===== config.mk =====
export PLATFORM = sky130hd
export DESIGN_NAME = pvs_region
export DESIGN_NICKNAME = d
export VERILOG_FILES = /design/src/pvs_pkg.sv /design/src/pvs_region.sv
export SDC_FILE = /design/constraint.sdc
export NUM_CORES = 1
export LEC_CHECK = 0
export BUFFER_PORTS_ARGS = -buffer_cell sky130_fd_sc_hd__buf_2
export CORE_MARGIN = 2
export CORE_UTILIZATION = 45
export CTS_BUF_LIST = sky130_fd_sc_hd__clkbuf_16
export CTS_CLUSTER_DIAMETER = 30
export DETAILED_ROUTE_END_ITERATION = 6
export PLACE_DENSITY = 0.7
export SYNTH_ARGS = -nofsm -noshare
export SYNTH_HDL_FRONTEND = slang
export SYNTH_SLANG_ARGS = --single-unit

===== constraint.sdc =====
create_clock -name aclk -period 1.81 [get_ports aclk]
set_input_delay 0 -clock aclk [delete_from_list [all_inputs] [get_ports aclk]]
set_output_delay 0 -clock aclk [all_outputs]
set_load 0.1 [all_outputs]

===== src/pvs_pkg.sv =====
// Shared types, sizes and codes of the palette voxel store.
// No dependencies; every other file of the block imports this package.
`timescale 1ns / 1ps

package pvs_pkg;

    // Volume and palette dimensions.
    localparam int MAX_DIM       = 32;
    localparam int PALETTE_DEPTH = 256;

    localparam int DIM_W     = $clog2(MAX_DIM);
    localparam int VOX_DEPTH = MAX_DIM * MAX_DIM * MAX_DIM;
    localparam int VOX_AW    = $clog2(VOX_DEPTH);
    localparam int PAL_AW    = $clog2(PALETTE_DEPTH);
    localparam int PAL_CW    = PAL_AW + 1;

    // Fixed field widths.
    localparam int COORD_W   = 6;
    localparam int SIZE_W    = 6;
    localparam int COLOR_W   = 32;
    localparam int ALPHA_W   = 8;
    localparam int COUNT_W   = 16;
    localparam int OP_W      = 2;
    localparam int STAT_W    = 2;
    localparam int CFG_IDX_W = 2;
    localparam int SIZE_RESET = 32;

    localparam int S_DATA_W = 56;
    localparam int M_DATA_W = 80;

    // Operation codes.
    localparam logic [OP_W-1:0] OP_READ  = 2'd0;
    localparam logic [OP_W-1:0] OP_WRITE = 2'd1;
    localparam logic [OP_W-1:0] OP_TAKE  = 2'd2;

    // Result status codes.
    localparam logic [STAT_W-1:0] STAT_DONE  = 2'd0;
    localparam logic [STAT_W-1:0] STAT_RANGE = 2'd1;
    localparam logic [STAT_W-1:0] STAT_FULL  = 2'd2;

    // Configuration register indexes.
    localparam logic [CFG_IDX_W-1:0] CFG_SIZE_X = 2'd0;
    localparam logic [CFG_IDX_W-1:0] CFG_SIZE_Y = 2'd1;
    localparam logic [CFG_IDX_W-1:0] CFG_SIZE_Z = 2'd2;

    typedef struct packed {
        logic              valid;
        logic              inrange;
        logic [VOX_AW-1:0] flat;
    } addr_rsp_t;

    typedef struct packed {
        logic               lookup;
        logic               fetch;
        logic [COLOR_W-1:0] color;
        logic [PAL_AW-1:0]  index;
    } pal_cmd_t;

    typedef struct packed {
        logic               done;
        logic               full;
        logic [PAL_AW-1:0]  idx;
        logic [COLOR_W-1:0] color;
    } pal_rsp_t;

    typedef struct packed {
        logic             valid;
        logic [DIM_W-1:0] x;
        logic [DIM_W-1:0] y;
        logic [DIM_W-1:0] z;
    } mark_t;

    // Bounds order from index 0: min x, max x, min y, max y, min z, max z.
    typedef struct packed {
        logic [5:0][DIM_W-1:0] bounds;
        logic                  full;
        logic                  empty;
    } region_t;

endpackage


===== src/pvs_region.sv =====
// Dirty bounding box tracker with empty and full flags.
// Depends on pvs_pkg.
`timescale 1ns / 1ps

module pvs_region (
    input  logic             aclk,
    input  logic             aresetn,
    input  pvs_pkg::mark_t   mark,
    input  logic             size_change,
    input  logic             take,
    output pvs_pkg::region_t region
);
    import pvs_pkg::*;

    // An empty box with zero bounds, as after reset or a take.
    localparam region_t REGION_RESET = '{bounds: '0, full: 1'b0, empty: 1'b1};

    region_t region_reg, region_next;
    logic [2:0][DIM_W-1:0] coord;

    assign coord = {mark.z, mark.y, mark.x};

    always_comb begin
        region_next = region_reg;
        if (take) begin
            region_next = '0;
            region_next.empty = 1'b1;
        end else begin
            if (size_change) begin
                region_next.full  = 1'b1;
                region_next.empty = 1'b0;
            end
            if (mark.valid) begin
                for (int a = 0; a < 3; a++) begin
                    if (region_reg.empty) begin
                        region_next.bounds[2*a]   = coord[a];
                        region_next.bounds[2*a+1] = coord[a];
                    end else begin
                        if (coord[a] < region_reg.bounds[2*a]) begin
                            region_next.bounds[2*a] = coord[a];
                        end
                        if (coord[a] > region_reg.bounds[2*a+1]) begin
                            region_next.bounds[2*a+1] = coord[a];
                        end
                    end
                end
                region_next.empty = 1'b0;
            end
        end
    end

    always_ff @(posedge aclk) begin
        if (!aresetn) begin
            region_reg <= REGION_RESET;
        end else begin
            region_reg <= region_next;
        end
    end

    assign region = region_reg;

endmodule


==> results of run 1 <==
[cells by family after synthesis]
kind of cell / Yosys count / synth area share [%]
AO/OA/AOI/OAI: 28 / 15.8
adder cells (fa/ha/maj): 27 / 17.5
buffers and inverters: 32 / 6.41
flip-flops: 32 / 33.2
multiplexers: 30 / 15.5
AND/OR/NAND/NOR: 52 / 11.6
[metal layers]
layer / vias to the layer above / routed length (um)
li1: 806 / -
met1: 679 / 1810
met2: 43 / 2020
met3: 7 / 249
met4: 0 / 71
met5: - / 0
[report_power, final]
group          total [mW]  switching [mW]  leakage, nW  internal [mW]
Clock               0.778           0.285       0.0738          0.493
Sequential          0.733          0.0214        0.281          0.712
Combinational       0.528           0.365        0.801          0.163
[layout make-up]
type	count	area, um2
fill	356	1500
multi-input combinational	137	1230
sequential	32	734
timing repair buffer	55	288
clock buffer	5	125
inverter	28	108
tap	50	62.6
clock inverter	3	11.3
[what timing repair did]
action / in CTS / in global routing
setup buffers: 0 / 1
hold buffers: 1 / 0
endpoints found under the hold margin: 1 / 0
resized for setup: 0 / 4
endpoints found under the setup margin: 0 / 6
[worst min-delay path by stage]
stage / startpoint / end / slack, ns / cells past startpoint
floorplan: size_change / region[1]$_SDFFE_PP0P_ / 0.12 / 2
global placement: size_change / region[1]$_SDFFE_PP0P_ / 0.24 / 3
detailed placement: size_change / region[1]$_SDFFE_PP0P_ / 0.25 / 3
CTS: mark[10] / region[7]$_SDFFE_PP0P_ / 0.01 / 3
global route: mark[2] / region[24]$_SDFFE_PP0P_ / 0.04 / 3
finish: mark[5] / region[17]$_SDFFE_PP0P_ / 0.02 / 3
[critical path, cell delays in order (launching register included)]
cell	delay, ns
dfxtp_4	0.34
inv_1	0.04
ha_1	0.29
a21oi_1	0.16
o21ai_2	0.09
a41oi_4	0.34
mux2i_1	0.25
nor2_1	0.05
[synthesized netlist by cell type]
master	count
nor2_1	36
dfxtp_1	32
mux2i_1	30
ha_1	27
inv_1	27
a21oi_1	9
o21ai_2	6
a41oi_4	3
clkbuf_1	3
nand2_1	3
nand2_2	3
nand3_1	3
nand4_1	3
nor2b_1	3
o21ai_1	3
o221ai_4	3
a21boi_1	2
a21boi_0	1
a21o_2	1
buf_2	1
inv_4	1
nand2b_1	1
[metrics by stage]
| stage | util, % | hold WS, ns | worst slack, ns | std cells | power [mW] |
|---|---|---|---|---|---|
| global route | 63.1 | 0.0392 | -0.00996 | 310 | 2.15 |
| finish | 63.1 | 0.0182 | 0.123 | 310 | 2.04 |
| global placement | 58.7 | 0.244 | 0.120 | 300 | 1.26 |
| floorplan | - | 0.116 | 0.00251 | 201 | 1.16 |
| detailed placement | 58.7 | 0.254 | 0.115 | 300 | 1.27 |
| CTS | 62.3 | 0.0125 | 0.0967 | 309 | 2.06 |
==> reports/qor.csv, run 1 <==
stage;metric;value;unit
die;Initial Util;47.6;%
routing;vias;1535;
routing;Residual DRC;0;
placed_design;hpwl dp;3180;um
die;row count;23;
placed_design;placement-stage cell area;2380;um2
sta;max frequency;593;MHz
power;VDD IR max;0.527;mV
routing;Total Routed Length;4150;um
routing;starting DRC count in detailed routing;76;
cells_and_area;fin area;2560;um2
sta;crit path time final;1.69;ns
sta;final hold violations;0;
yosys;post-synthesis cell area;1930;um2
clocking;# clock sinks;32;
worst_setup_path;R2R cell count;7;
worst_setup_path;Worst Setup SP;region[4]$_SDFFE_PP0P_;
routing;DRT Pass-1 Iters;6;
routing;Antenna Nets Post-Route;0;
cells_and_area;Area growth, synth to finish;32.5;%
routing;drt wl/cell;13.4;um
clocking;CTS Buffer Depth;2;
cells_and_area;most frequent cells in the layout;buf_2 (51), nor2_1 (36), mux2i_1 (30), inv_1 (29), ha_1 (24);
sta;Worst Tran Pin Value;0.559;ns
worst_setup_path;Worst EP required;1.95;ns
clocking;Root Driver;clkbuf_16;
grt;M1 GR Usage;23.5;%
run;maxcap violations;0;
placed_design;Placer Congestion;0.769;
yosys;Synth top area share;33.2;%
sta;setup TNS;0;ns
yosys;Cells after Synth;201;
sta;Final Cycle Share;93.2;%
cells_and_area;Net count, final;306;
worst_setup_path;crit path DAT;1.83;ns
clocking;CTS tree;done;
grt;vias in the first global route;1550;
worst_setup_path;Setup crit end kind;register;
cells_and_area;most common cell after layout, fill and taps aside;buf_2;
cells_and_area;Largest register FFs;32;
yosys;sequential cell area fraction in the yosys report;33.2;%
yosys;Ys Warns;0;
clocking;H-tree Lvls;2;
grt;met3 usage;5.96;%
worst_setup_path;setup slack, reg-to-reg;0.12;ns
placed_design;Port Buffer Count;51;
yosys;area leader, netlist;dfxtp_1;
die;die height;69.5;um
grt;first-pass GRT wire length;7340;um
worst_setup_path;Critical Path Start Type;register;
grt;initial antenna violation count;0;
worst_setup_path;Crit Path Max Fanout;5;
power;Leak;1.16;nW
sta;unrepaired setup endpoints after global routing;yes;
die;Die W;69.5;um
grt;largest net degree at the start of global routing;14;
yosys;#FFs+latches synth;32;
sta;clock skew;0.00546;ns
worst_hold_path;worst min path class;in -> reg;
clocking;Reg clk slew, reported paths;0.05;ns
sta;Max-slew headroom;62.8;%
grt;most used routing layer;met2;
die;Ports;52;
clocking;Clock Latency Late Sink;0.28;ns
worst_setup_path;RR Startpoint;region[4]$_SDFFE_PP0P_;
routing;Vias/cell;4.95;
grt;met2 Use GR;32.3;%
grt;grt ovf;0;
grt;GRT Util Overall;19.4;%
worst_setup_path;critical path type;reg -> reg;
yosys;Synth area leaders;dfxtp_1 (33%), ha_1 (17%), mux2i_1 (16%);
yosys;synth unique cells;22;
sta;final setup fails;0;
yosys;Avg Cell Area, Syn;9.61;um2
die;die area;4830;um2
sta;Max Slew Vio Count;0;
worst_setup_path;R2R Path End;region[6]$_SDFFE_PP0P_;
clocking;Inserted Clock Buffers;5;
die;Std-Cell Core Area;4060;um2
yosys;Syn Nets;248;
power;power density over the cells;797;nW/um2
cells_and_area;layout cells sized above 1;45.0;%
cells_and_area;Antenna diodes;0;
run_status;outcome;finished clean;
worst_setup_path;Worst Setup EP;region[6]$_SDFFE_PP0P_;
(Power assumes the default switching activity.)
==> inputs of run 2 (changes only) <==
GPL_TIMING_DRIVEN = 0   (was not set)
==> reports/qor.csv, run 2 (synthesis gave the netlist of run 1 again) <==
stage;metric;value;unit
grt;vias in the first global route;1505;
placed_design;Cells after DPL;301;
cells_and_area;Net count, final;308;
power;VDD IR max;0.486;mV
sta;crit path time final;1.70;ns
cells_and_area;Seq. cell area;734;um2
worst_setup_path;setup slack, reg-to-reg;0.11;ns
routing;Total Routed Length;3920;um
grt;GRT Util Overall;17.4;%
clocking;# clock sinks;32;
sta;Max-slew headroom;68.0;%
worst_setup_path;R2R cell count;7;
die;die height;69.5;um
cells_and_area;# fillers;350;
die;Std-Cell Core Area;4060;um2
clocking;H-tree Lvls;2;
sta;Worst Tran Pin Value;0.480;ns
power;Final Total Pwr;2.04;mW
die;Die W;69.5;um
sta;Max Slew Vio Count;0;
routing;vias;1542;
clocking;Root Driver;clkbuf_16;
cells_and_area;Multi-input gate area;1220;um2
sta;final hold violations;0;
sta;max frequency;587;MHz
worst_setup_path;Worst EP required;1.98;ns
grt;grt ovf;0;
worst_hold_path;WHS Path Cells;3;
sta;final setup fails;0;
cells_and_area;Area growth, synth to finish;32.3;%
die;die area;4830;um2
worst_setup_path;R2R Path End;region[11]$_SDFFE_PP0P_;
sta;setup TNS;0;ns
die;Ports;52;
power;Leak;1.15;nW
die;row count;23;
worst_hold_path;Min-Delay Endpoint;region[4]$_SDFFE_PP0P_;
worst_setup_path;Setup crit end kind;register;
placed_design;Port Buffer Count;50;
cells_and_area;fin cells;312;
cells_and_area;layout cells sized above 1;44.3;%
routing;DRT Pass-1 Iters;4;
cells_and_area;Antenna diodes;0;
cells_and_area;most common cell after layout, fill and taps aside;buf_2;
clocking;Reg clk slew, reported paths;0.05;ns
worst_setup_path;RR Startpoint;region[10]$_SDFFE_PP0P_;
worst_setup_path;Crit Path Max Fanout;5;
routing;starting DRC count in detailed routing;36;
power;power density over the cells;798;nW/um2
worst_hold_path;hold path startpoint;mark[12];
run_status;outcome;finished clean;
grt;first-pass GRT wire length;6690;um
routing;drt wl/cell;12.6;um
placed_design;Placer Congestion;0.771;
grt;largest net degree at the start of global routing;11;
clocking;Clock Latency Late Sink;0.28;ns
routing;Residual DRC;0;
placed_design;hpwl dp;3060;um
clocking;CTS Buffer Depth;2;
clocking;CTS tree;done;
worst_setup_path;Critical Path Start Type;register;
run;maxcap violations;0;
sta;clock skew;0.00796;ns
clocking;Inserted Clock Buffers;5;
worst_hold_path;worst min path class;in -> reg;
cells_and_area;Largest register FFs;32;
cells_and_area;most frequent cells in the layout;buf_2 (51), nor2_1 (36), mux2i_1 (30), inv_1 (28), ha_1 (25);
worst_setup_path;crit path DAT;1.87;ns
sta;Final Cycle Share;94.1;%
routing;Antenna Nets Post-Route;0;
routing;Vias/cell;4.94;
worst_setup_path;critical path type;reg -> reg;
grt;initial antenna violation count;0;
die;Initial Util;47.6;%
==> run 2: cell types whose count changed in the layout (fill, tap and decap cells not counted) <==
cell,previous run,this run
clkinv_1,1,2
inv_1,29,28
a21oi_1,5,4
buf_4,3,2
ha_4,3,2
a21oi_2,4,5
clkbuf_1,0,3
ha_1,24,25
==> run 2: where the power goes <==
group | internal (mW) | switching, mW | total (mW)
clock | 0.493 | 0.286 | 0.779
sequential | 0.712 | 0.0204 | 0.732
combinational | 0.163 | 0.364 | 0.527
==> run 2: worst max-delay path: stages (launching register included) <==
cell and delay, ns:
dfxtp_4 0.34, inv_1 0.04, ha_1 0.31, nand4_1 0.17, o21ai_2 0.09, o221ai_4 0.31, mux2i_1 0.27, nor2_1 0.05
==> run 2: worst max-delay path by stage <==
| stage | startpoint | endpoint | slack, ns | cells after the start |
|---|---|---|---|---|
| CTS | region[4]$_SDFFE_PP0P_ | region[2]$_SDFFE_PP0P_ | 0.09 | 7 |
| global route | region[10]$_SDFFE_PP0P_ | region[11]$_SDFFE_PP0P_ | -0.02 | 7 |
| finish | region[10]$_SDFFE_PP0P_ | region[11]$_SDFFE_PP0P_ | 0.11 | 7 |
| global placement | region[10]$_SDFFE_PP0P_ | region[7]$_SDFFE_PP0P_ | 0.13 | 7 |
| floorplan | region[10]$_SDFFE_PP0P_ | region[7]$_SDFFE_PP0P_ | 0.003 | 7 |
| detailed placement | region[4]$_SDFFE_PP0P_ | region[2]$_SDFFE_PP0P_ | 0.10 | 7 |
==> run 2: stage by stage <==
stage / hold slack [ns] / utilization, % / setup slack [ns] / area (um2)
global route: 0.0250 / 63.0 / -0.0163 / 2550
finish: 0.00525 / 63.0 / 0.107 / 2550
detailed placement: 0.257 / 58.6 / 0.105 / 2380
floorplan: 0.116 / - / 0.00251 / 2070
CTS: 0.00898 / 62.2 / 0.0925 / 2520
global placement: 0.244 / 58.6 / 0.129 / 2380
==> run 2: cell type report <==
| type | count | share of cell area, % |
|---|---|---|
| Timing Repair Buffer | 53 | 10.8 |
| Inverter | 28 | 4.21 |
| Buffer | 4 | 0.637 |
| Tap cell | 50 | 2.45 |
| Multi-Input combinational cell | 137 | 47.8 |
| Clock buffer | 5 | 4.90 |
| Clock inverter | 3 | 0.441 |
| Sequential cell | 32 | 28.7 |
==> run 2: metal layers <==
metal | vias to the layer above | global-route usage (%) | share of wire [%]
met3 | 5 | 4.36 | 4.3
met2 | 37 | 29.5 | 49
li1 | 807 | - | -
met1 | 693 | 21.1 | 45
met4 | 0 | 6.75 | 1.5
met5 | - | 0 | 0
==> run 2: timing repair <==
action,CTS,global route
hold buffers,1,0
endpoints found under the setup margin,0,15
gates resized for setup,0,4
hold endpoints to repair,1,0
buffers inserted,0,2
