### src/pvs_pkg.sv
// Shared types, sizes and codes of the palette voxel store.
// No dependencies; every other file of the block imports this package.
`timescale 1ns / 1ps

package pvs_pkg;

    // Volume and palette dimensions.
    localparam int MAX_DIM       = 32;
    localparam int PALETTE_DEPTH = 256;

    localparam int DIM_W     = $clog2(MAX_DIM);
    localparam int VOX_DEPTH = MAX_DIM * MAX_DIM * MAX_DIM;
    localparam int VOX_AW    = $clog2(VOX_DEPTH);
    localparam int PAL_AW    = $clog2(PALETTE_DEPTH);
    localparam int PAL_CW    = PAL_AW + 1;

    // Fixed field widths.
    localparam int COORD_W   = 6;
    localparam int SIZE_W    = 6;
    localparam int COLOR_W   = 32;
    localparam int ALPHA_W   = 8;
    localparam int COUNT_W   = 16;
    localparam int OP_W      = 2;
    localparam int STAT_W    = 2;
    localparam int CFG_IDX_W = 2;
    localparam int SIZE_RESET = 32;

    localparam int S_DATA_W = 56;
    localparam int M_DATA_W = 80;

    // Operation codes.
    localparam logic [OP_W-1:0] OP_READ  = 2'd0;
    localparam logic [OP_W-1:0] OP_WRITE = 2'd1;
    localparam logic [OP_W-1:0] OP_TAKE  = 2'd2;

    // Result status codes.
    localparam logic [STAT_W-1:0] STAT_DONE  = 2'd0;
    localparam logic [STAT_W-1:0] STAT_RANGE = 2'd1;
    localparam logic [STAT_W-1:0] STAT_FULL  = 2'd2;

    // Configuration register indexes.
    localparam logic [CFG_IDX_W-1:0] CFG_SIZE_X = 2'd0;
    localparam logic [CFG_IDX_W-1:0] CFG_SIZE_Y = 2'd1;
    localparam logic [CFG_IDX_W-1:0] CFG_SIZE_Z = 2'd2;

    typedef struct packed {
        logic              valid;
        logic              inrange;
        logic [VOX_AW-1:0] flat;
    } addr_rsp_t;

    typedef struct packed {
        logic               lookup;
        logic               fetch;
        logic [COLOR_W-1:0] color;
        logic [PAL_AW-1:0]  index;
    } pal_cmd_t;

    typedef struct packed {
        logic               done;
        logic               full;
        logic [PAL_AW-1:0]  idx;
        logic [COLOR_W-1:0] color;
    } pal_rsp_t;

    typedef struct packed {
        logic             valid;
        logic [DIM_W-1:0] x;
        logic [DIM_W-1:0] y;
        logic [DIM_W-1:0] z;
    } mark_t;

    // Bounds order from index 0: min x, max x, min y, max y, min z, max z.
    typedef struct packed {
        logic [5:0][DIM_W-1:0] bounds;
        logic                  full;
        logic                  empty;
    } region_t;

endpackage

### src/pvs_addr_gen.sv
// Two-stage flat voxel address generator with range check.
// Depends on pvs_pkg.
`timescale 1ns / 1ps

module pvs_addr_gen (
    input  logic                        aclk,
    input  logic                        aresetn,
    input  logic                        start,
    input  logic [pvs_pkg::COORD_W-1:0] pos_x,
    input  logic [pvs_pkg::COORD_W-1:0] pos_y,
    input  logic [pvs_pkg::COORD_W-1:0] pos_z,
    input  logic [pvs_pkg::SIZE_W-1:0]  size_x,
    input  logic [pvs_pkg::SIZE_W-1:0]  size_y,
    input  logic [pvs_pkg::SIZE_W-1:0]  size_z,
    output pvs_pkg::addr_rsp_t          rsp
);
    import pvs_pkg::*;

    localparam int PROD_W = 2 * SIZE_W;
    localparam int SUM_W  = COORD_W + PROD_W;
    localparam logic [SIZE_W-1:0] MAX_SIZE = SIZE_W'(MAX_DIM);

    logic [SIZE_W-1:0]  sx, sy, sz;
    logic               v1_reg, inr1_reg;
    logic [COORD_W-1:0] px1_reg, pz1_reg;
    logic [PROD_W-1:0]  prod_y_reg, sxy_reg;
    logic [SUM_W-1:0]   z_term, flat_sum;
    logic               valid_reg, inr_reg;
    logic [VOX_AW-1:0]  flat_reg;

    // Sizes above the volume act as the full volume.
    assign sx = (size_x > MAX_SIZE) ? MAX_SIZE : size_x;
    assign sy = (size_y > MAX_SIZE) ? MAX_SIZE : size_y;
    assign sz = (size_z > MAX_SIZE) ? MAX_SIZE : size_z;

    always_ff @(posedge aclk) begin
        if (!aresetn) begin
            v1_reg    <= 1'b0;
            valid_reg <= 1'b0;
        end else begin
            v1_reg    <= start;
            valid_reg <= v1_reg;
        end
    end

    // Stage one: row product and plane size.
    always_ff @(posedge aclk) begin
        if (start) begin
            inr1_reg   <= (pos_x < sx) && (pos_y < sy) && (pos_z < sz);
            px1_reg    <= pos_x;
            pz1_reg    <= pos_z;
            prod_y_reg <= PROD_W'(pos_y) * PROD_W'(sx);
            sxy_reg    <= PROD_W'(sx) * PROD_W'(sy);
        end
    end

    // Stage two: plane product and final sum.
    assign z_term   = SUM_W'(pz1_reg) * SUM_W'(sxy_reg);
    assign flat_sum = SUM_W'(px1_reg) + SUM_W'(prod_y_reg) + z_term;

    always_ff @(posedge aclk) begin
        if (v1_reg) begin
            inr_reg  <= inr1_reg;
            flat_reg <= flat_sum[VOX_AW-1:0];
        end
    end

    assign rsp.valid   = valid_reg;
    assign rsp.inrange = inr_reg;
    assign rsp.flat    = flat_reg;

endmodule

### config.mk
export PLATFORM = sky130hd
export DESIGN_NAME = pvs_addr_gen
export DESIGN_NICKNAME = d
export VERILOG_FILES = /design/src/pvs_pkg.sv /design/src/pvs_addr_gen.sv
export SDC_FILE = /design/constraint.sdc
export NUM_CORES = 1
export LEC_CHECK = 0
export BUFFER_PORTS_ARGS = -buffer_cell sky130_fd_sc_hd__buf_2
export CAP_MARGIN = 20
export CORE_UTILIZATION = 55
export CTS_CLUSTER_DIAMETER = 60
export DETAILED_ROUTE_END_ITERATION = 10
export GPL_TIMING_DRIVEN = 0
export PLACE_DENSITY = 0.74
export SYNTH_ARGS = -nofsm -noshare
export SYNTH_HDL_FRONTEND = slang
export SYNTH_SLANG_ARGS = --single-unit
export TNS_END_PERCENT = 30
### constraint.sdc
create_clock -name aclk -period 8.25 [get_ports aclk]
set_input_delay 1.2375 -clock aclk [delete_from_list [all_inputs] [get_ports aclk]]
set_output_delay 1.2375 -clock aclk [all_outputs]
set_load 0.005 [all_outputs]
==> out/results.tsv, run 1 <==
stage	metric	value	unit
outcome	outcome	finished, final reports clean	
critical_path	Startpoint Class	primary input	
global_route	largest net degree at the start of global routing	39	
routing	post-route ant nets	0	
min_path	Hold Path Depth	0	
placement	gpl congestion	0.867	
placement	Port Buf Inserts	54	
sta	Max Slew Vio Count	0	
finish	Area growth syn-to-layout	8.85	%
yosys	Post-Syn Nets	886	
sta	Max Freq	203	MHz
global_route	vias in the first global route	4926	
yosys	syn avg cell area	9.96	um^2
finish	share of post-route cells with drive strength above 1	0.0912	
sta	Worst-Margin Slew	0.822	ns
yosys	Syn. warnings	0	
min_path	min-delay src	inr1_reg	
min_path	Min-Delay Path Class	flop to flop	
routing	Total Wirelength	12900	um
yosys	ys async rst share	0	
sta	final setup fails	0	
yosys	FF+latch count, synth	55	
yosys	Synth Instances	673	
job	Max Cap Viol	0	
clock_tree	CTS Buf Count	5	
floorplanning	DIE AREA	12600	um^2
sta	minimum clock period	4.93	ns
power	sequential power share	0.208	
yosys	Area contributors post-synth	fa_1 (27%), edfxtp_1 (24%), ha_1 (16%), inv_1 (7.6%), and2_1 (5.7%)	
power	leakage	0.00359	uW
critical_path	CP arrival	4.98	ns
min_path	Hold Crit Endpoint	inr_reg	
finish	max FFs per register	15	
floorplanning	starting density of the core	0.575	
routing	via count	4736	
finish	fin area	7300	um^2
power	overall power	2310	uW
placement	hpwl dp	11100	um
yosys	synthesized area	6700	um^2
clock_tree	Clock transition at path regs	0.07	ns
yosys	Post-synth top cells	inv_1 (136), fa_1 (89), ha_1 (85)	
yosys	Synth Flop Type	edfxtp_1	
critical_path	critical path endpoint category	flop	
clock_tree	CTS tree	done	
yosys	sequential area share after synthesis	0.243	
critical_path	R2R Path End	flat_reg[13]	
finish	nets@finish	947	
clock_tree	post-cts resize count	0	
routing	DR WL/cell	14.7	um
critical_path	Register-to-Register Path Depth	14	
floorplanning	core area	11700	um^2
routing	initial drt markers	235	
clock_tree	worst-skew pair later-pin latency	0.30	ns
sta	Max-slew headroom	0.452	
finish	non-filler instance count after layout	878	
yosys	leading area contributor after synthesis	fa_1	
finish	Antenna Cells	0	
critical_path	CP Max Fanout	10	
critical_path	reg2reg start	pz1_reg[0]	
power	internal power	1290	uW
clock_tree	H-tree depth	2	
global_route	GRT Util Overall	0.225	
yosys	post-synth top area share	0.266	
routing	Via density	5.39	
global_route	antenna violations before repair	1	
sta	final critical-path share of the clock period	0.598	
placement	Placed Area	7150	um^2
placement	placed cells	870	
floorplanning	IO Count	56	
routing	# DRC	0	
sta	Fin. Hold Viols	0	
power	Peak VDD IR	0.232	mV
critical_path	Reg2Reg Setup Slack	3.57	ns
floorplanning	Rows	39	
power	power share of the combinational group	0.700	
global_route	first-pass GRT wire length	22300	um
yosys	Post-synth EDFFs	53	
clock_tree	Num Clock Sinks	55	
power	Clock Power Share	0.092	
floorplanning	Die Y-Extent	112	um
sta	TNS Setup	0	ns
sta	RSZ-0062 raised after global routing	no	
critical_path	Worst EP required	8.29	ns
clock_tree	CTS root buffer	clkbuf_16	
yosys	most common cell in the netlist	inv_1	
power	Net Sw Power	1020	uW
global_route	grt total ovfl	0	
yosys	Synth cell types	41	
floorplanning	die span in x	112	um
sta	Clock Skew	0.00454	ns
finish	Util after Layout	0.626	
power	switching share of total power	0.442	
clock_tree	CTS Hold Buffers Added	0	
clock_tree	Max Buffers Root-to-Sink	2	
routing	Pre-Repair DR Iteration Count	6	
critical_path	critical path type	primary input to flop	
power	Pwr per Cell Area	317	nW/um^2
clock_tree	Post-CTS Setup Inserts	0	
-- how the worst max path moves through the flow --
stage	from	slack, ns	end	cells after the start
finish	size_x[5]	3.32	sxy_reg[10]	15
global route	size_x[5]	3.04	sxy_reg[10]	15
CTS	size_x[5]	3.31	sxy_reg[10]	15
detailed placement	size_x[5]	3.00	sxy_reg[10]	15
global placement	size_x[5]	3.12	sxy_reg[10]	15
floorplan	size_x[2]	3.62	prod_y_reg[11]	14
-- worst max-delay path, cell delays in order --
cell and delay, ns:
buf_2 0.13, nor2b_1 0.12, clkbuf_1 0.37, inv_1 0.21
nor2_1 0.19, fa_1 0.47, fa_1 0.54, inv_1 0.05
fa_1 0.52, inv_1 0.04, ha_1 0.23, a211oi_1 0.27
nor2_1 0.11, o41ai_1 0.35, xnor2_1 0.11
-- stage by stage --
step / hold WS (ns) / setup WS (ns)
6_report: 0.428 / 3.32
5_1_grt: 0.437 / 3.04
2_1_floorplan: 0.400 / 3.62
4_1_cts: 0.433 / 3.31
3_5_place_dp: 0.417 / 3.00
3_3_place_gp: 0.405 / 3.12
-- cells in the final DEF, fill, tap and decap left out, drive strengths merged, types with 2 or more instances in the layout --
| cell type | count |
|---|---|
| clkbuf | 17 |
| a21boi | 2 |
| clkinv | 2 |
| o41ai | 2 |
| dfxtp | 2 |
| nand3 | 2 |
| nor4 | 2 |
| a31oi | 3 |
| fa | 89 |
| a21o | 7 |
| a211o | 3 |
| and2 | 61 |
| nand2 | 72 |
| nand2b | 2 |
| buf | 57 |
| or3 | 3 |
| inv | 137 |
| ha | 85 |
| a211oi | 5 |
| xor2 | 6 |
| xnor2 | 22 |
| nor3 | 6 |
| o211ai | 3 |
| o22ai | 2 |
| nor2 | 39 |
| edfxtp | 53 |
| o21a | 5 |
| o21ai | 8 |
| nor2b | 13 |
| a21oi | 15 |
-- power by group through the flow --
stage               registers [uW]  logic (uW)  clock network (uW)
floorplan                      486        1280                   0
global placement               488        1540                   0
detailed placement             489        1610                   0
CTS                            483        1620                 215
global route                   489        1840                 225
finish                         482        1620                 212
-- layout make-up --
type,count,area (um^2)
Buffer,15,65.1
Clock buffer,5,125
Clock inverter,3,18.8
Fill cell,947,4370
Inverter,136,510
Multi-Input combinational cell,467,4500
Sequential cell,55,1630
Tap cell,143,179
Timing Repair Buffer,54,270
-- kinds of logic after synthesis --
kind of cell / count (synthesis) / synth area share
adder cells (fa/ha/maj): 174 / 0.424
AND/OR/NAND/NOR: 204 / 0.149
AO/OA/AOI/OAI: 61 / 0.0610
XOR/XNOR: 28 / 0.0366
flip-flops: 55 / 0.243
buffers and inverters: 151 / 0.0859
-- metal layers --
layer	wire length, um	share of wire	up-vias	global-route usage
met2	6540	0.51	140	0.418
met3	576	0.045	31	0.0292
li1	-	-	2245	-
met1	5430	0.42	2318	0.267
met5	13	0.0010	-	0
met4	366	0.028	2	0.0836
Note: power is estimated with default switching activity, not from simulation.
==> inputs of run 2 (changes only) <==
ABC_AREA = 1   (was unset)
clock period = 4.6 ns   (was 8.25 ns; I/O delays follow)
==> run 2 against run 1 <==
Net effect: critical path depth is 4 higher; routed wire length grew 0.82%; final area rose by 5.7%; register-to-register slack got worse by 3.3 ns; die area is 5.3% higher.
==> out/results.tsv, run 2 <==
stage	metric	value	unit
critical_path	Worst EP required	4.66	ns
yosys	post-synth top area share	0.252	
finish	area of the multi-input gates	4530	um^2
finish	fin area	7710	um^2
yosys	Area contributors post-synth	fa_1 (25%), edfxtp_1 (23%), ha_1 (15%), inv_1 (12%), nand2_1 (12%)	
global_route	grt total ovfl	0	
power	leakage	0.00449	uW
critical_path	Startpoint Class	flop	
power	Pwr per Cell Area	552	nW/um^2
critical_path	worst-path cell chain	clkbuf_2 -> nand2_1 -> inv_1 -> fa_1 -> fa_1 -> inv_1 -> fa_1 -> fa_1 -> inv_1 -> ha_1 -> nand2_1 -> inv_1 -> nand2_1 -> nor2_1 -> nand2_1 -> nand3_1 -> inv_1 -> nand2_1 -> nand2_1	
routing	initial drt markers	201	
critical_path	WP buf/inv	6	
job	Max Cap Viol	0	
routing	Pre-Repair DR Iteration Count	4	
sta	Clock Skew	0.00718	ns
critical_path	CP arrival	4.36	ns
critical_path	Most Frequent Cell on Critical Path	nand2_1	
critical_path	Critical-path top delay cell	fa_1	
yosys	Post-Syn Nets	1050	
placement	placed cells	1063	
sta	Max-slew headroom	0.463	
global_route	largest net degree at the start of global routing	39	
placement	gpl congestion	0.869	
yosys	Synth Flop Type	edfxtp_1	
clock_tree	Post-CTS Setup Inserts	0	
sta	Fin. Hold Viols	0	
critical_path	delay-heaviest family, CP	adder cells	
clock_tree	CTS tree	done	
routing	post-route ant nets	0	
yosys	sequential area share after synthesis	0.231	
finish	Area growth syn-to-layout	9.19	%
finish	max FFs per register	15	
global_route	first-pass GRT wire length	23500	um
power	Peak VDD IR	0.342	mV
yosys	Post-synth top cells	inv_1 (221), nand2_1 (217), fa_1 (89)	
yosys	FF+latch count, synth	55	
finish	Fillers	1121	
clock_tree	CTS Buf Count	5	
routing	via count	5180	
finish	register area	1630	um^2
clock_tree	CTS root buffer	clkbuf_16	
floorplanning	IO Count	56	
finish	non-filler instance count after layout	1069	
sta	Max Freq	233	MHz
floorplanning	Die Y-Extent	115	um
sta	final setup fails	0	
clock_tree	H-tree depth	2	
global_route	antenna violations before repair	0	
finish	share of post-route cells with drive strength above 1	0.0903	
clock_tree	Max Buffers Root-to-Sink	2	
floorplanning	core area	12600	um^2
clock_tree	Num Clock Sinks	55	
global_route	vias in the first global route	5292	
yosys	Syn. warnings	0	
routing	# DRC	0	
clock_tree	worst-skew pair later-pin latency	0.30	ns
clock_tree	Clock transition at path regs	0.07	ns
critical_path	Critical Path Max Stage Delay	0.55	ns
finish	Antenna Cells	0	
sta	final critical-path share of the clock period	0.934	
routing	Via density	4.85	
sta	RSZ-0062 raised after global routing	no	
floorplanning	starting density of the core	0.562	
clock_tree	post-cts resize count	0	
sta	Worst-Margin Slew	0.805	ns
floorplanning	Rows	41	
finish	most common cell after layout, fill and taps aside	inv_1	
yosys	leading area contributor after synthesis	fa_1	
yosys	syn avg cell area	8.44	um^2
floorplanning	DIE AREA	13300	um^2
outcome	outcome	finished, final reports clean	
finish	Util after Layout	0.614	
global_route	GRT Util Overall	0.224	
sta	Hold WS	0.432	ns
yosys	synthesized area	7060	um^2
critical_path	CP Max Fanout	10	
placement	hpwl dp	11000	um
finish	nets@finish	1110	
yosys	ys async rst share	0	
critical_path	critical path endpoint category	flop	
finish	commonest cells after routing, fill and taps aside	inv_1 (221), nand2_1 (217), fa_1 (89), ha_1 (85), nor2_1 (57)	
min_path	Min-Delay Path Class	flop to flop	
floorplanning	die span in x	115	um
sta	Max Slew Vio Count	0	
yosys	Synth Instances	837	
sta	minimum clock period	4.29	ns
placement	Port Buf Inserts	54	
clock_tree	CTS Hold Buffers Added	0	
critical_path	critical path type	flop to flop	
placement	Placed Area	7550	um^2
yosys	most common cell in the netlist	inv_1	
yosys	Synth cell types	31	
routing	Total Wirelength	13000	um
routing	DR WL/cell	12.2	um
sta	TNS Setup	0	ns
yosys	Post-synth EDFFs	53	
==> run 2: cell types whose count changed after synthesis, sizes merged, moves of 11 or more <==
cell and delta:
and2 -61, inv +87, nand2 +149, nand3 +23, nor2 +20, nor2b -13, xnor2 -20, xor2 +11
==> run 2: routing by layer <==
layer  global-route usage  wire length (um)
met2                0.404              6530
met1                0.285              6070
met4               0.0615               114
met3               0.0232               316
met5                    0                 0
==> run 2: final cells by class <==
class	instances	share of cell area
multi-input combinational	549	0.587
sequential	55	0.212
inverter	223	0.110
timing repair buffer	54	0.0350
tap	172	0.0279
clock buffer	5	0.0162
buffer	9	0.00762
clock inverter	2	0.00487
==> run 2: cells by family after synthesis <==
logic type	share of synthesized area
adders and majority gates	0.403
buffers and inverters	0.128
xor gates and xnor gates	0.0236
DFF	0.231
and+or+nand+nor	0.181
AOI/OAI and AO/OA	0.0338
==> run 2: worst paths after layout <==
kind	slack [ns]	depth (start not counted)	end	start
setup reg to reg	0.31	19	flat_reg[14]	pz1_reg[3]
setup / recovery	0.31	19	flat_reg[14]	pz1_reg[3]
hold / removal	0.43	0	inr_reg	inr1_reg
hold reg to reg	0.43	0	inr_reg	inr1_reg
==> run 2: worst reg2reg max path, delay by kind of cell, from the launching register on <==
kind	cells	cell delay [ns]
adders and majority gates	5	2.42
buffers and inverters	6	0.54
DFF	1	0.47
and+or+nand+nor	8	0.64
==> run 2: metrics by stage <==
stage / power, uW / setup WS, ns
global route: 4840 / 0.00593
CTS: 4310 / 0.102
detailed placement: 3850 / 0.104
finish: 4260 / 0.305
global placement: 3780 / 0.176
floorplan: 3220 / 0.630
==> run 2: power by group <==
| part | leakage, uW | internal (uW) | switching [uW] |
|---|---|---|---|
| Clock | 0.0000759 | 254 | 175 |
| Sequential | 0.000525 | 814 | 50.7 |
| Combinational | 0.00389 | 1180 | 1780 |
==> inputs of run 3 (changes only) <==
ABC_AREA = unset   (was 1)
==> run 3 against run 2 <==
Net effect: die area down 5.0%; critical path type unchanged; flip-flop and latch count unchanged; critical path depth down 5; global-route usage up 0.17 points; critical endpoint is now flat_reg[13].
==> out/results.tsv, run 3 (synthesis results as in run 1) <==
stage	metric	value	unit
floorplanning	DIE AREA	12600	um^2
placement	DP Worst Slack	-0.102	ns
critical_path	Worst EP required	4.65	ns
clock_tree	worst-skew pair later-pin latency	0.30	ns
sta	Max-slew headroom	0.450	
critical_path	critical path type	flop to flop	
global_route	vias in the first global route	4929	
routing	# DRC	0	
critical_path	Critical-path top delay cell	fa_1	
global_route	GRT Util Overall	0.226	
min_path	Min-Delay Path Class	flop to flop	
power	Pwr per Cell Area	570	nW/um^2
finish	nets@finish	951	
min_path	Hold Path Depth	0	
job	Max Cap Viol	0	
sta	setup ws final	0.146	ns
clock_tree	Max Buffers Root-to-Sink	2	
finish	Area growth syn-to-layout	9.76	%
placement	gpl congestion	0.867	
critical_path	Critical Path Max Stage Delay	0.54	ns
routing	Total Wirelength	13100	um
floorplanning	Rows	39	
critical_path	critical path endpoint category	flop	
critical_path	Startpoint Class	flop	
critical_path	Register-to-Register Path Depth	14	
routing	post-route ant nets	0	
clock_tree	CTS tree	done	
routing	via count	4738	
power	leakage	0.00364	uW
global_route	grt total ovfl	0	
finish	commonest cells after routing, fill and taps aside	inv_1 (136), fa_1 (89), ha_1 (85), nand2_1 (72), and2_1 (61)	
critical_path	Reg2Reg Setup Slack	0.15	ns
clock_tree	Num Clock Sinks	55	
sta	Max Slew Vio Count	0	
critical_path	CP arrival	4.51	ns
finish	Util after Layout	0.631	
routing	Pre-Repair DR Iteration Count	5	
clock_tree	CTS Buf Count	5	
floorplanning	core area	11700	um^2
global_route	largest net degree at the start of global routing	39	
finish	max FFs per register	15	
critical_path	Most Frequent Cell on Critical Path	fa_1	
routing	DR WL/cell	14.9	um
clock_tree	Clock transition at path regs	0.07	ns
sta	minimum clock period	4.45	ns
critical_path	worst-path cell chain	buf_6 -> and2_1 -> fa_1 -> fa_1 -> fa_1 -> inv_1 -> fa_1 -> inv_1 -> ha_1 -> or3_4 -> a211o_1 -> a31oi_2 -> o21ba_2 -> xnor2_1	
min_path	min-delay src	inr1_reg	
floorplanning	die span in x	112	um
finish	most common cell after layout, fill and taps aside	inv_1	
routing	initial drt markers	266	
floorplanning	starting density of the core	0.575	
clock_tree	CTS root buffer	clkbuf_16	
routing	Via density	5.37	
power	overall power	4200	uW
sta	final critical-path share of the clock period	0.968	
min_path	Hold Crit Endpoint	inr_reg	
sta	Clock Skew	0.00393	ns
global_route	antenna violations before repair	1	
placement	hpwl dp	11100	um
floorplanning	IO Count	56	
critical_path	reg2reg start	pz1_reg[2]	
sta	Worst-Margin Slew	0.825	ns
sta	final setup fails	0	
critical_path	R2R Path End	flat_reg[13]	
sta	Fin. Hold Viols	0	
sta	Max Freq	225	MHz
global_route	first-pass GRT wire length	22300	um
finish	share of post-route cells with drive strength above 1	0.110	
power	Peak VDD IR	0.395	mV
outcome	outcome	finished, final reports clean	
finish	Fillers	942	
finish	Antenna Cells	0	
placement	Port Buf Inserts	54	
critical_path	CP Max Fanout	10	
floorplanning	Die Y-Extent	112	um
clock_tree	H-tree depth	2	
sta	RSZ-0062 raised after global routing	yes	
==> run 3: worst max path at each step <==
stage               startpoint  slack (ns)  cells past startpoint            to
floorplan           pz1_reg[2]        0.26                     14  flat_reg[13]
global route         size_x[5]       -0.02                     15   sxy_reg[10]
global placement    pz1_reg[4]       -0.03                     14  flat_reg[13]
detailed placement   size_x[5]       -0.10                     15   sxy_reg[10]
finish              pz1_reg[2]        0.15                     14  flat_reg[13]
CTS                 pz1_reg[3]       0.008                     14  flat_reg[13]
==> run 3: layout make-up <==
cell class	count	area, um^2	share of cell area
buffer	12	67.6	0.00918
clock buffer	5	125	0.0170
clock inverter	3	18.8	0.00255
inverter	136	510	0.0694
multi-input combinational	467	4500	0.612
sequential	55	1630	0.222
tap	143	179	0.0243
timing repair buffer	61	323	0.0439
==> run 3: metal layers <==
layer / up-vias / global-route usage / routed length, um
li1: 2255 / - / -
met5: - / 0 / 13
met4: 2 / 0.0836 / 378
met2: 145 / 0.418 / 6600
met3: 30 / 0.0292 / 542
met1: 2306 / 0.267 / 5590
==> run 3: critical path, delay by kind of cell, from the launching register on <==
| family | cells | cell delay, ns |
|---|---|---|
| XOR/XNOR | 1 | 0.05 |
| AO/OA/AOI/OAI | 3 | 0.61 |
| adder cells (fa/ha/maj) | 5 | 2.29 |
| flip-flops | 1 | 0.41 |
| buffers and inverters | 3 | 0.25 |
| AND/OR/NAND/NOR | 2 | 0.57 |
==> run 3: timing repair <==
item | in CTS | in global routing
hold endpoints to repair | 0 | 0
setup buffers | 2 | 5
hold buffers | 0 | 0
gates cloned | 0 | 0
pin swaps | 0 | 3
resized for setup | 4 | 13
setup endpoints to repair | 2 | 6
==> run 3: power breakdown <==
part / leakage, uW / internal [uW] / switching, uW
logic: 0.00304 / 1320 / 1630
clock network: 0.0000740 / 202 / 178
registers: 0.000526 / 817 / 49.8
total: 0.00364 / 2340 / 1860
==> run 3: stage by stage <==
stage / hold WS (ns) / std cells / setup TNS, ns / area, um^2
after floorplan: 0.400 / 673 / 0 / 6700
after CTS: 0.433 / 878 / 0 / 7310
final: 0.428 / 882 / 0 / 7360
after detailed placement: 0.417 / 870 / -0.241 / 7150
after global placement: 0.405 / 870 / -0.0313 / 7150
after global routing: 0.437 / 882 / -0.0221 / 7360
